## config.mk

```make
export PLATFORM = sky130hd
export DESIGN_NAME = rmeu_ctrl
export DESIGN_NICKNAME = d
export VERILOG_FILES = /design/src/hw/rtl/rmeu_pkg.sv /design/src/hw/rtl/rmeu_ctrl.sv
export SDC_FILE = /design/constraint.sdc
export NUM_CORES = 1
export LEC_CHECK = 0
export BUFFER_PORTS_ARGS = -buffer_cell sky130_fd_sc_hd__buf_2
export CAP_MARGIN = 10
export CORE_AREA = 4 4 41 43
export DETAILED_ROUTE_END_ITERATION = 6
export DIE_AREA = 0 0 45 47
export GPL_TIMING_DRIVEN = 0
export PLACE_DENSITY_LB_ADDON = 0.15
export SLEW_MARGIN = 10
export SYNTH_ARGS = -nofsm -noshare
export SYNTH_HDL_FRONTEND = slang
export SYNTH_SLANG_ARGS = --single-unit
export TNS_END_PERCENT = 5
```

## constraint.sdc

```tcl
create_clock -name clk -period 1.6 [get_ports clk]
set_clock_uncertainty 0.1 [all_clocks]
set_input_delay 0.32 -clock clk [delete_from_list [all_inputs] [get_ports clk]]
set_output_delay 0.32 -clock clk [all_outputs]
set_load 0.05 [all_outputs]
```

## src/hw/rtl/rmeu_pkg.sv

```systemverilog
// Shared opcodes, fault codes and controller command/status types.
package rmeu_pkg;
	localparam logic [3:0] OP_ADD  = 4'd0;
	localparam logic [3:0] OP_SUB  = 4'd1;
	localparam logic [3:0] OP_MUL  = 4'd2;
	localparam logic [3:0] OP_DIV  = 4'd3;
	localparam logic [3:0] OP_STORE = 4'd4;
	localparam logic [3:0] OP_LOAD = 4'd5;
	localparam logic [3:0] OP_AFC  = 4'd6;
	localparam logic [3:0] OP_EQU  = 4'd7;
	localparam logic [3:0] OP_INF  = 4'd8;
	localparam logic [3:0] OP_INFE = 4'd9;
	localparam logic [3:0] OP_SUP  = 4'd10;
	localparam logic [3:0] OP_SUPE = 4'd11;
	localparam logic [3:0] OP_JMP  = 4'd12;
	localparam logic [3:0] OP_JMPC = 4'd13;
	localparam logic [3:0] OP_CALL = 4'd14;
	localparam logic [3:0] OP_RET  = 4'd15;

	localparam logic [1:0] FLT_NONE  = 2'd0;
	localparam logic [1:0] FLT_INDEX = 2'd1;
	localparam logic [1:0] FLT_OVER  = 2'd2;
	localparam logic [1:0] FLT_UNDER = 2'd3;

	localparam int PC_W = 10;
	localparam int DIV_STEPS = 32;

	typedef struct packed {
		logic latch;    // capture instruction
		logic rd_regs;  // register operands, memory word and return address to be read
		logic div_init; // start the divider
		logic div_step; // one quotient bit
		logic commit;   // write state and present result
	} ctl_cmd_t;

	typedef struct packed {
		logic is_div;
		logic div_last;
		logic hold;     // result strobe or memory clearing in progress
	} dp_sts_t;
endpackage

```

## src/hw/rtl/rmeu_ctrl.sv

```systemverilog
// Controller sequencing one instruction through read, divide and commit.
module rmeu_ctrl (
	input  logic clk,
	input  logic arst_n,
	input  logic start,
	output logic busy,
	input  rmeu_pkg::dp_sts_t sts,
	output rmeu_pkg::ctl_cmd_t cmd
);
	import rmeu_pkg::*;

	localparam logic [2:0] S_IDLE = 3'd0;
	localparam logic [2:0] S_READ = 3'd1;
	localparam logic [2:0] S_EXEC = 3'd2;
	localparam logic [2:0] S_DIV  = 3'd3;
	localparam logic [2:0] S_DONE = 3'd4;

	logic [2:0] state_q, state_d;

	always_comb begin
		state_d = state_q;
		cmd = '0;
		unique case (state_q)
			S_IDLE: begin
				if (start && !sts.hold) begin
					cmd.latch = 1'b1;
					state_d = S_READ;
				end
			end
			S_READ: begin
				cmd.rd_regs = 1'b1;
				state_d = S_EXEC;
			end
			S_EXEC: begin
				if (sts.is_div) begin
					cmd.div_init = 1'b1;
					state_d = S_DIV;
				end else begin
					state_d = S_DONE;
				end
			end
			S_DIV: begin
				cmd.div_step = 1'b1;
				if (sts.div_last) state_d = S_DONE;
			end
			S_DONE: begin
				cmd.commit = 1'b1;
				state_d = S_IDLE;
			end
			default: state_d = S_IDLE;
		endcase
	end

	// stay busy through the result cycle so the strobe never overlaps a new transfer
	assign busy = (state_q != S_IDLE) || sts.hold;

	always_ff @(posedge clk or negedge arst_n) begin
		if (!arst_n) state_q <= S_IDLE;
		else state_q <= state_d;
	end

	a_div_only: assert property (@(posedge clk) disable iff (!arst_n)
		(state_q == S_DIV) |-> $past(state_q == S_EXEC || state_q == S_DIV))
		else $error("divide state entered out of sequence");
	a_commit_once: assert property (@(posedge clk) disable iff (!arst_n)
		cmd.commit |=> !cmd.commit)
		else $error("commit repeated");
	a_busy_start: assert property (@(posedge clk) disable iff (!arst_n)
		(start && !busy) |=> busy)
		else $error("transfer not taken");
endmodule

```

==> out/results.ini <==
[global_route]
gr-usage-all-layers = 0.06572
grt_antenna_before_repair = 0
overflow = 0
grt_pass1_vias = 242
grt_first_pass_wirelength_um = 959
grt_max_degree = 10

[timing]
relSlewSlack = 0.8215
tightest_slew_ns = 0.2655
min_period_ns = 1.778
period_share = 1.111
hold_viol = 0
max_freq_mhz = 562.4
fin_ws_ns = -0.1781
final-max-slew-violation-count = 0
setup-violations-final = 4
rsz0062_at_grt = true

[pwr]
finalPower_uw = 737.3
p_leak_nw = 0.1713
peakVddDrop_v = 0.0007663
power_density_nw_per_um2 = 2068

[worst_setup_path]
start_kind = flip-flop
r2r_start = state_q[2]
crit_type = reg -> out
crit_path_start = state_q[1]
endpoint = busy
path_max_fanout = 4
cp.arrival_ns = 1.36
r2r-end = state_q[0]
end_kind = output port
reg2reg_depth = 2
r2r_slack_ns = 0.53
worstPathRequired_ns = 1.18

[clock_network]
numClockSinks = 3
clk_pin_slew_worst_paths_ns = 0.04
clock_latency_ns = 0.23
numCtsBuffers = 3
cts_buffer_depth = 2
cts_root_buffer = clkbuf_4
htreeDepth = 1
tritoncts = built

[yosys]
yosysTopAreaCellShare = 0.3774
synth-edff-count = 0
yosysUniqueCellTypes = 16
synthArstFlopShare = 1.000
synth.area.top_cells = dfrtp_1 38%, and3_2 7.5%, nor4_2 6.3%, buf_6 5.7%, nor2_1 5.7%
netlist_instances = 22
ys_ff_latch = 3
synthesis.nets = 28
ys_warn_count = 0
synth_ff_type = dfrtp_1
netlist_area_um2 = 198.9
yosys.area.top_type = dfrtp_1
avgSynthCellArea_um2 = 9.043
synth-seq-area-share = 0.3774

[run_status]
violations = setup timing
status = finished with violations

[routing]
drt-met1-wl_um = 234
wl_met2_um = 294
dr.pass1.iters = 2
remaining_drc_errors = 0
drt_iter0_markers = 2
wl_per_cell_um = 10.44
ant_nets = 0
avgViaCountPerCell = 3.981
wl_met3_um = 34
vias = 215
drt-total-wl_um = 564
highest_layer = met3

[place]
io_buffers = 11
placed_cells = 48
place_congestion = 0.7080

[die]
die-area_um2 = 2115
core-area_um2 = 1301
die_width_um = 45
start_util = 0.1529
io_pins = 12
num_rows = 13
chipHeight_um = 47

[final_layout]
stdcell_count = 54
n_antenna_cell = 0
reg.largest.list = state_q: 3 flops
design.final.nets = 46
top_register = state_q
largest_reg_flops = 3
drive_gt1_frac = 0.6154
syn2layout_area_growth_pct = 79.25

[hold_path]
min_path_type = in -> reg

[run]
cap_violations = 0

[critical path, stage by stage, from the launching register on]
cell and delay [ns]:
dfrtp_1 0.41, or4_4 0.55, buf_8 0.17
[layer usage]
layer	vias up	GRT usage
li1	110	-
met1	99	0.07094
met2	6	0.09605
met3	0	0.02299
met4	0	0.07018
met5	-	0
[kinds of logic (layout without fill, tap and decap cells)]
family | count (synthesis) | after routing | share of synthesized area
simple gates | 13 | 13 | 0.4151
flops | 3 | 3 | 0.3773
compound gates | 3 | 3 | 0.1069
buf+inv | 3 | 20 | 0.1006
[placed cells by master (no fill, tap or decap)]
cell,count
and3_2,2
nor2b_1,1
nor3_1,1
nand2_1,2
dfrtp_2,2
or4_4,1
dfrtp_1,1
a31o_1,1
a22oi_1,1
buf_2,5
buf_6,3
clkbuf_1,1
nor3b_2,1
inv_1,1
a21oi_1,1
clkbuf_4,3
nor4_2,1
buf_4,5
dlygate4sd3_1,1
buf_8,1
nand2b_1,1
nor2_1,3
[how the worst min path moves through the flow]
stage	from	end	slack, ns	cells after the start
after floorplan	arst_n	state_q[0]	-0.08	0
after global placement	arst_n	state_q[1]	0.02	1
after detailed placement	arst_n	state_q[2]	0.02	1
after CTS	sts[1]	state_q[2]	0.30	3
after global routing	arst_n	state_q[0]	0.32	2
final	sts[1]	state_q[2]	0.29	3
[synthesized netlist by cell type, types with 2 or more instances]
cell type,number
and3_2,2
nand2_1,2
nor2_1,3
dfrtp_1,3
[power by group]
part,switching [mW],internal [mW]
registers,0.0521,0.110
clock network,0.0397,0.0935
logic,0.255,0.188
[repair_timing]
action	4_1_cts	5_1_grt
endpoints found under the setup margin	6	6
hold buffers	1	0
pin swaps	1	2
setup buffers	3	0
resized for setup	13	0
hold endpoints to repair	3	0
[layout make-up]
type / instances / area [um2]
Inverter: 1 / 3.754
Fill cell: 157 / 944.7
Clock buffer: 4 / 26.28
Sequential cell: 3 / 77.57
Timing Repair Buffer: 15 / 121.4
Multi-Input combinational cell: 16 / 108.9
Tap cell: 15 / 18.77
[per-stage QoR]
stage / util / hold WS, ns / setup TNS (ns) / setup WS, ns / cell area (um2)
finish: 0.2740 / 0.2921 / -0.2847 / -0.1781 / 356.6
global route: 0.2740 / 0.3202 / -0.6140 / -0.2228 / 356.6
CTS: 0.2827 / 0.3016 / -0.5124 / -0.2095 / 367.9
detailed placement: 0.2135 / 0.01667 / -0.02865 / -0.02865 / 277.8
global placement: 0.2135 / 0.01696 / -0.02145 / -0.02145 / 277.8
floorplan: - / -0.07559 / -0.9464 / -0.4173 / 203.9
Note: power is estimated with default switching activity, not from simulation.
